===== src/hdl/spc_pkg.sv =====
package spc_pkg;

	localparam int MAX_CARS_DEF = 1024;
	localparam int CAR_W        = 11;
	localparam int LEN_W        = 11;
	localparam int NA_W         = 12;
	localparam int IN_TDATA_W   = 16;
	localparam int OUT_TDATA_W  = 8;

	typedef struct packed {
		logic             push;
		logic             pop;
		logic [CAR_W-1:0] data;
	} spc_shift_t;

endpackage


===== src/hdl/spc_ctrl.sv =====
module spc_ctrl #(
	parameter int MAX_CARS = spc_pkg::MAX_CARS_DEF
) (
	input  logic                           clk,
	input  logic                           arst_n,
	input  logic                           seq_len_we,
	input  logic [spc_pkg::LEN_W-1:0]      seq_len_wdata,
	input  logic                           in_valid,
	output logic                           in_ready,
	input  logic [spc_pkg::CAR_W-1:0]      car_number,
	output logic                           out_valid,
	input  logic                           out_ready,
	output logic                           verdict,
	input  logic [spc_pkg::CAR_W-1:0]      top_val,
	output spc_pkg::spc_shift_t            cmd
);

	localparam int DW = $clog2(MAX_CARS + 1);
	localparam logic ST_TAKE = 1'b0;
	localparam logic ST_PUSH = 1'b1;

	logic                        state_q;
	logic [spc_pkg::LEN_W-1:0]   seq_len_q;
	logic [spc_pkg::NA_W-1:0]    na_q;
	logic [DW-1:0]               depth_q;
	logic [spc_pkg::LEN_W-1:0]   items_q;
	logic                        failed_q;
	logic                        last_q;
	logic                        out_valid_q;
	logic [spc_pkg::CAR_W-1:0]   tgt_q;
	logic                        verdict_q;

	logic [spc_pkg::LEN_W-1:0]   len;
	logic [spc_pkg::NA_W-1:0]    v_ext;
	logic                        out_free;
	logic                        last_now;
	logic                        accept;
	logic                        bad;
	logic                        pass;
	logic                        need_push;
	logic                        pop_ok;
	logic                        take_fail;
	logic                        full;
	logic                        push_last;
	logic                        finish;
	logic                        push_step;
	logic                        emit;
	logic                        emit_val;

	always_comb begin
		priority if (seq_len_q == '0) begin
			len = spc_pkg::LEN_W'(1);
		end else if (32'(seq_len_q) > 32'(MAX_CARS)) begin
			len = spc_pkg::LEN_W'(MAX_CARS);
		end else begin
			len = seq_len_q;
		end
	end

	assign v_ext     = spc_pkg::NA_W'(car_number);
	assign out_free  = !out_valid_q || out_ready;
	assign last_now  = (spc_pkg::NA_W'(items_q) + spc_pkg::NA_W'(1)) >= spc_pkg::NA_W'(len);
	assign in_ready  = (state_q == ST_TAKE) && (!last_now || out_free);
	assign accept    = in_valid && in_ready;

	assign bad       = (car_number == '0) || (car_number > len);
	assign pass      = v_ext >= na_q;
	assign need_push = !failed_q && !bad && pass && (v_ext != na_q);
	assign pop_ok    = (depth_q != '0) && (top_val == car_number);
	assign take_fail = failed_q || bad || (!pass && !pop_ok);

	assign full      = depth_q >= DW'(MAX_CARS);
	assign push_last = (na_q + spc_pkg::NA_W'(1)) == spc_pkg::NA_W'(tgt_q);
	assign finish    = full || push_last;
	assign push_step = (state_q == ST_PUSH) && !(finish && last_q && !out_free);

	assign emit      = (accept && last_now && !need_push) || (push_step && finish && last_q);
	assign emit_val  = (state_q == ST_PUSH) ? full : take_fail;

	assign cmd.push  = push_step && !full;
	assign cmd.pop   = accept && !failed_q && !bad && !pass && pop_ok;
	assign cmd.data  = na_q[spc_pkg::CAR_W-1:0];

	assign out_valid = out_valid_q;
	assign verdict   = verdict_q;

	always_ff @(posedge clk or negedge arst_n) begin
		if (!arst_n) begin
			state_q     <= ST_TAKE;
			seq_len_q   <= spc_pkg::LEN_W'(1);
			na_q        <= spc_pkg::NA_W'(1);
			depth_q     <= '0;
			items_q     <= '0;
			failed_q    <= 1'b0;
			last_q      <= 1'b0;
			out_valid_q <= 1'b0;
		end else begin
			if (seq_len_we) begin
				seq_len_q <= seq_len_wdata;
			end
			if (emit) begin
				state_q     <= ST_TAKE;
				out_valid_q <= 1'b1;
				na_q        <= spc_pkg::NA_W'(1);
				depth_q     <= '0;
				items_q     <= '0;
				failed_q    <= 1'b0;
			end else begin
				if (out_valid_q && out_ready) begin
					out_valid_q <= 1'b0;
				end
				if (accept) begin
					items_q <= items_q + spc_pkg::LEN_W'(1);
					if (need_push) begin
						state_q <= ST_PUSH;
						last_q  <= last_now;
					end else begin
						failed_q <= take_fail;
						if (!failed_q && !bad && pass) begin
							na_q <= v_ext + spc_pkg::NA_W'(1);
						end
						if (cmd.pop) begin
							depth_q <= depth_q - DW'(1);
						end
					end
				end
				if (push_step) begin
					if (full) begin
						failed_q <= 1'b1;
					end else begin
						depth_q <= depth_q + DW'(1);
						na_q    <= push_last ? spc_pkg::NA_W'(tgt_q) + spc_pkg::NA_W'(1)
							: na_q + spc_pkg::NA_W'(1);
					end
					if (finish) begin
						state_q <= ST_TAKE;
					end
				end
			end
		end
	end

	always_ff @(posedge clk) begin
		if (accept) begin
			tgt_q <= car_number;
		end
		if (emit) begin
			verdict_q <= emit_val;
		end
	end

endmodule


===== config.mk =====
export PLATFORM = sky130hd
export DESIGN_NAME = spc_ctrl
export DESIGN_NICKNAME = d
export VERILOG_FILES = /design/src/hdl/spc_pkg.sv /design/src/hdl/spc_ctrl.sv
export SDC_FILE = /design/constraint.sdc
export NUM_CORES = 1
export LEC_CHECK = 0
export ABC_AREA = 1
export BUFFER_PORTS_ARGS = -buffer_cell sky130_fd_sc_hd__buf_2
export CAP_MARGIN = 40
export CORE_MARGIN = 4
export CORE_UTILIZATION = 60
export CTS_CLUSTER_SIZE = 10
export DETAILED_ROUTE_END_ITERATION = 10
export GPL_TIMING_DRIVEN = 0
export PLACE_DENSITY = 0.81
export SLEW_MARGIN = 30
export SYNTH_ARGS = -nofsm -noshare
export SYNTH_HDL_FRONTEND = slang
export SYNTH_SLANG_ARGS = --single-unit

===== constraint.sdc =====
create_clock -name clk -period 4.1 [get_ports clk]
set_clock_uncertainty 0.15 [all_clocks]
set_input_delay 0.41 -clock clk [delete_from_list [all_inputs] [get_ports clk]]
set_output_delay 0.41 -clock clk [all_outputs]
set_load 0.02 [all_outputs]

Yosys cells after proc, flatten, opt, wreduce, memory -nomap -nowiden

Cells that the tools add are included.

Input port bits: 38
Flip-flop bits (word level): 61

Muxes and demuxes: 30
Reductions and logical operators: 43
Add/sub/neg operators: 7
Equality and inequality tests: 3
Order comparisons: 5
Bitwise gates (word level): 2

Operator list:

| operator                | count |
|---|---|
| $mux W11                | 10 |
| $mux W12                | 7 |
| $add A11 B1 Y12 const B | 3 |
| $add A11 B1 Y11 const B | 2 |
| $logic_not A11 Y1       | 2 |
| $logic_and A1 B1 Y1     | 20 |
| $mux W1                 | 13 |
| $add A12 B1 Y12 const B | 1 |
| $eq A12 B11 Y1          | 1 |
| $ge A11 B12 Y1          | 1 |
| $ge A12 B11 Y1          | 1 |
| $ne A11 B12 Y1          | 1 |
| $eq A11 B11 Y1          | 1 |
| $ge A11 B11 Y1 const B  | 1 |
| $gt A11 B11 Y1          | 1 |
| $gt A11 B11 Y1 const B  | 1 |
| $reduce_bool A11 Y1     | 1 |
| $sub A11 B1 Y11 const B | 1 |
| $logic_not A1 Y1        | 10 |
| $logic_or A1 B1 Y1      | 7 |
| $reduce_bool A2 Y1      | 2 |
| $reduce_and A3 Y1       | 1 |
| $not A1 Y1              | 2 |

Logic depth before layout (Yosys ltp)

Depth in word-level cells: 18
Mapped depth: 24
Mapped depth without buffers: 22

Worst setup path before layout

No wires, ideal clock.

Path kind: register to register
Start: register seq_len_q[2] (netlist bit)
End: register na_q[2] (netlist bit)
Data arrival time: 2820 ps
Stages on the path, launching flop included: 21
Required time: 3833 ps
Setup slack: 1013 ps
Setup time: 117 ps
Path buffers: 2
Path through: dfrtp_1 > nor4_1 > nand4_1 > nand2_1 > nand2_1 > ha_1 > a21o_1 > a21oi_1 > nand2_1 > nor2_1 > nand3_2 > nand2_1 > nand3_2 > buf_6 > inv_4 > nand2_2 > buf_6 > o21ai_0 > nand2_1 > nand2_1 > nor2_1

Word-level cells in the longest chain between the ends: 14
Elaborated cells on any way between the ends: 25
Those cells by class: order compare (3); mux (8); reduce/logical (14)

RTL lines:

| element                                                | RTL line                        | RTL |
|---|---|---|
| start: declaration                                     | spc_ctrl.sv:23                  | `logic [spc_pkg::LEN_W-1:0] seq_len_q;` |
| start signal: assignment                               | spc_ctrl.sv:90                  | `seq_len_q <= spc_pkg::LEN_W'(1);` |
| start signal: assignment                               | spc_ctrl.sv:99                  | `seq_len_q <= seq_len_wdata;` |
| $gt A11 B11 Y1                                         | spc_ctrl.sv:53                  | `end else if (32'(seq_len_q) > 32'(MAX_CARS)) begin` |
| $mux W11                                               | spc_ctrl.sv:53                  |  |
| $mux W11 *                                             | spc_ctrl.sv:51                  | `priority if (seq_len_q == '0) begin` |
| $gt A11 B11 Y1                                         | spc_ctrl.sv:66                  | `assign bad = (car_number == '0) \|\| (car_number > len);` |
| $logic_or A1 B1 Y1                                     | spc_ctrl.sv:66                  |  |
| $logic_not A1 Y1                                       | spc_ctrl.sv:68, spc_ctrl.sv:119 |  |
| $logic_and A1 B1 Y1 (2 in series)                      | spc_ctrl.sv:68, spc_ctrl.sv:119 |  |
| $mux W12 / $logic_and A1 B1 Y1 (equally long branches) | spc_ctrl.sv:119, spc_ctrl.sv:68 |  |
| $mux W12                                               | spc_ctrl.sv:114                 | `if (need_push) begin` |
| $mux W12                                               | spc_ctrl.sv:112                 | `if (accept) begin` |
| $mux W12                                               | spc_ctrl.sv:128                 | `if (full) begin` |
| $mux W12                                               | spc_ctrl.sv:127                 | `if (push_step) begin` |
| $mux W12 *                                             | spc_ctrl.sv:101                 | `if (emit) begin` |
| end signal: assignment                                 | spc_ctrl.sv:104                 | `na_q <= spc_pkg::NA_W'(1);` |
| end signal: assignment                                 | spc_ctrl.sv:120                 | `na_q <= v_ext + spc_pkg::NA_W'(1);` |
| end signal: assignment                                 | spc_ctrl.sv:132                 | `na_q <= push_last ? spc_pkg::NA_W'(tgt_q) + spc_pkg::NA_W'(1)` |
| end: declaration                                       | spc_ctrl.sv:24                  | `logic [spc_pkg::NA_W-1:0] na_q;` |

Mark *: on every way between the ends. The rest lies on a longest branch, timed or not.
A chain may end at the register's enable or synchronous reset.

==> PnR_summary.wiki <==
{| class="wikitable"
! Metric !! Value
|-
| Outcome || finished clean
|-
| Library cell occupying the most area in the post-synthesis netlist || sky130_fd_sc_hd__dfrtp_1
|-
| Flip-flop and latch count after synthesis || 61
|-
| FF+latch area || 0.001589 mm^2
|-
| Number of buffers inserted during clock tree synthesis || 9
|-
| Sum of routed wire length over all layers || 14190 um
|-
| Number of failing hold endpoints at the final stage || 0
|-
| Count of filler cells inserted in the layout || 764
|-
| Worst min-delay path class || in2reg
|-
| Actual transition at the worst max-transition pin || 0.7014 ns
|-
| Commonest cells in the synthesized netlist || sky130_fd_sc_hd__nand2_1, sky130_fd_sc_hd__nor2_1, sky130_fd_sc_hd__inv_1
|-
| Final-stage net count || 930
|-
| Buffers from clock root to sink, at most || 2
|-
| Number of global-route vias before repair || 5137
|-
| Total nets after synthesis || 860
|-
| Share of the yosys chip area belonging to registers || 29.13%
|-
| Design Power || 3.399 mW
|-
| Worst-case register-to-register setup slack || 0.54 ns
|-
| Area after detailed placement || 0.005858 mm^2
|-
| Most instantiated library cell after synthesis || sky130_fd_sc_hd__nand2_1
|-
| Number of antenna violations at the first check in global routing || 0
|-
| Max frequency || 256.0 MHz
|-
| Count of unique library cells instantiated by Yosys || 41
|-
| TritonCTS clock tree || yes
|-
| Via count normalized by instance count || 5.578
|-
| Pre-antenna DRT Iters || 5
|-
| Final antenna-violating net count || 0
|-
| Starting Density || 62.25%
|-
| Biggest area contributors in the synthesized netlist || sky130_fd_sc_hd__dfrtp_1, sky130_fd_sc_hd__nand2_1, sky130_fd_sc_hd__ha_1, sky130_fd_sc_hd__edfxtp_1, sky130_fd_sc_hd__nor2_1
|-
| Floorplan die width || 103.4 um
|-
| Max_cap viols || 0
|-
| Row count || 34
|-
| Synth Flop Type || sky130_fd_sc_hd__dfrtp_1
|-
| Critical path, cell by cell || nor4_2, nand4_1, nand2_4, nand2_1, ha_1, a21oi_1, o21ai_0, nand2_1, nand2_1, nor2_1, nand3_2, nand2_1, nand3_2, buf_6, nor2_8, buf_6, buf_4
|-
| CTS clock-pin slew for the worst setup and hold paths || 0.07 ns
|-
| Post-synthesis cell area || 0.005455 mm^2
|-
| Worst Path Buf+Inv || 3
|-
| Die outline area || 0.01068 mm^2
|-
| CTS sink cnt || 61
|-
| Kind of critical path || reg2out
|-
| Delay-heaviest family, CP || simple AND/OR/NAND/NOR gates
|-
| # DRC || 0
|-
| Number of enable-type register cells in the synthesized netlist || 12
|-
| Clock latency reported for the late side of the worst-skew pair || 0.35 ns
|-
| Crit path time final || 3.907 ns
|-
| Capturing element type of the critical path || primary output
|-
| Critical path arrival || 3.35 ns
|-
| Share of cells above drive strength 1 || 16.57%
|-
| Final Wtd Congestion || 0.9014
|-
| Number of pins with negative max-slew slack in the final report || 0
|-
| Post-synthesis compound-gate area fraction || 7.317%
|-
| Number of top-level pins || 54
|-
| Count of H-tree levels built during CTS || 3
|-
| Die boundary height || 103.4 um
|-
| Async SR Flop Fraction || 80.33%
|-
| Maximum number of pins on one net before global-route repair || 50
|-
| Number of buffer cells added on primary ports || 53
|-
| Ratio of total power to cell area || 556.0 mW/mm^2
|-
| Xor and xnor area share after synthesis || 6.904%
|-
| Syn_area_per_cell || 6.976 um^2
|-
| Total Routing Usage GR || 27.99%
|-
| Critical-path maximum fanout || 10
|-
| Setup violators final || 0
|-
| Required arrival time at the worst endpoint || 3.54 ns
|-
| Share of synthesized cell area in full adder, half adder and majority cells || 9.174%
|-
| CTS root buffer || sky130_fd_sc_hd__clkbuf_8
|-
| Post-route cell area || 0.006113 mm^2
|-
| Portion of the clock cycle consumed by the worst path in the final layout || 95.28%
|-
| HPWL after detailed placement || 10920 um
|-
| Gr ovfl total || 0
|-
| Count of routing violations after the opening detailed-route iteration || 331
|-
| Ant diodes || 0
|-
| Cell with the biggest individual delay on the critical path || sky130_fd_sc_hd__dfrtp_1
|-
| Multiplexer share of the synthesized area || 1.651%
|-
| Launching element type of the critical path || flop
|-
| First-pass GRT wire length || 23580 um
|-
| Placeable core area || 0.008763 mm^2
|-
| Setup TNS after final layout || 0 ns
|-
| Area overhead of the layout relative to synthesis || 12.06%
|-
| Via total after detailed routing || 5383
|-
| Leakage power || 3.266 nW
|-
| Largest voltage drop on the vdd net || 0.0001983 V
|-
| Cell with the most instances on the worst path || sky130_fd_sc_hd__nand2_1
|-
| Fraction of the mapped netlist area in simple logic gates || 36.63%
|-
| Share of the synthesized area in the top cell type || 21.56%
|-
| Total area of multi-input combinational cells || 0.003396 mm^2
|-
| Total of warnings raised by yosys || 0
|-
| Worst slew slack as a fraction of its limit || 53.24%
|-
| Final routed wire length divided by cell count || 14.71 um
|-
| Number of standard cells after synthesis || 782
|-
| Largest family of logic cells by synthesized area || simple AND/OR/NAND/NOR gates
|-
| Largest stage delay on the critical path || 0.41 ns
|}
==> worst paths after layout <==
check                            startpoint      endpoint  cells past startpoint
max in group asynchronous            arst_n    depth_q[2]                      2
hold / removal             seq_len_wdata[1]  seq_len_q[1]                      3
setup reg to reg               seq_len_q[6]       na_q[9]                     21
setup / recovery               seq_len_q[6]       cmd[11]                     17
min in group asynchronous            arst_n       na_q[3]                      2
hold reg to reg                seq_len_q[0]  seq_len_q[0]                      2
==> worst register-to-register path, stage by stage, from the launching register on <==
cell and delay (ns):
sky130_fd_sc_hd__dfrtp_1 0.41, sky130_fd_sc_hd__nor4_2 0.31, sky130_fd_sc_hd__nand4_1 0.25, sky130_fd_sc_hd__nand2_4 0.17
sky130_fd_sc_hd__nand2_1 0.11, sky130_fd_sc_hd__ha_1 0.32, sky130_fd_sc_hd__a21oi_1 0.16, sky130_fd_sc_hd__o21ai_0 0.12
sky130_fd_sc_hd__nand2_1 0.07, sky130_fd_sc_hd__nand2_1 0.04, sky130_fd_sc_hd__nor2_1 0.10, sky130_fd_sc_hd__nand3_2 0.12
sky130_fd_sc_hd__nand2_1 0.09, sky130_fd_sc_hd__nand3_2 0.08, sky130_fd_sc_hd__buf_6 0.17, sky130_fd_sc_hd__inv_4 0.18
sky130_fd_sc_hd__nand2_2 0.12, sky130_fd_sc_hd__buf_6 0.15, sky130_fd_sc_hd__o21ai_1 0.12, sky130_fd_sc_hd__nand2_1 0.07
sky130_fd_sc_hd__nand2_1 0.08, sky130_fd_sc_hd__nor2_1 0.05
==> timing repair <==
item,in CTS,in global routing
gates resized for setup,0,7
endpoints found under the hold margin,47,0
hold buffers,1,0
endpoints found under the setup margin,0,1
setup buffers,0,4
==> power breakdown <==
part | leakage [nW] | switching [mW] | internal, mW | total (mW)
clock | 0.0937 | 0.255 | 0.270 | 0.525
sequential | 0.690 | 0.233 | 0.803 | 1.04
combinational | 2.48 | 1.15 | 0.686 | 1.84
==> cells in the final DEF, fill, tap and decap left out, drive strengths merged <==
cell type    Yosys  final
mux2             8      8
clkbuf           4     19
inv             83     83
nand2          242    243
nor2            87     87
xnor2            9      9
buf             21     78
and3             1      1
edfxtp          12     12
or2             10     10
nor4             3      3
o21ai           42     42
clkinv           0      1
nand3           62     62
ha              40     40
nor3            15     15
nand4           22     22
xor2            34     34
a21o             1      1
a31oi            1      1
a21oi           32     32
dlygate4sd3      0      1
nand3b           2      2
dfstp            2      2
o21a             1      1
dfrtp           47     47
o211ai           1      1
==> sequential cells by signal, indices dropped and copies added (netlist names) <==
name / cells
verdict: 1
last_q: 1
out_valid: 1
depth_q: 11
seq_len_q: 11
na_q: 12
tgt_q: 11
items_q: 11
state_q: 1
failed_q: 1
==> metrics by stage <==
| stage | hold slack (ns) | setup slack (ns) | std cells | utilization, % |
|---|---|---|---|---|
| final | 0.1181 | 0.1933 | 965 | 69.76 |
| after global routing | 0.1373 | -0.02219 | 965 | 69.76 |
| after CTS | 0.1090 | 0.08989 | 960 | 69.03 |
| after detailed placement | 0.3464 | 0.4798 | 943 | 66.85 |
| after global placement | 0.3353 | 0.5251 | 943 | 66.82 |
| after floorplan | -0.03559 | 1.013 | 782 | - |
==> per-layer routing <==
layer | vias up | GRT usage (%) | routed length, um
met5 | - | 0 | 0
met4 | 0 | 11.16 | 307
met3 | 28 | 3.152 | 823
met2 | 191 | 49.12 | 7073
met1 | 2483 | 35.00 | 5988
li1 | 2681 | - | -
==> cell families after synthesis <==
family | Yosys count
AND/OR/NAND/NOR | 444
buffers and inverters | 108
AO/OA/AOI/OAI | 78
flip-flops | 61
XOR/XNOR | 43
adder cells (fa/ha/maj) | 40
multiplexers | 8
==> final cells by class <==
cell class / count / area share (%)
clock inverters: 1 / 0.08187
clock buffers: 15 / 2.886
well taps: 108 / 2.210
inverters: 83 / 5.137
flip-flops and latches: 61 / 25.99
plain buffers: 25 / 3.070
repair buffers: 58 / 5.076
multi-input cells: 614 / 55.55
Note: power is estimated with default switching activity, not from simulation.
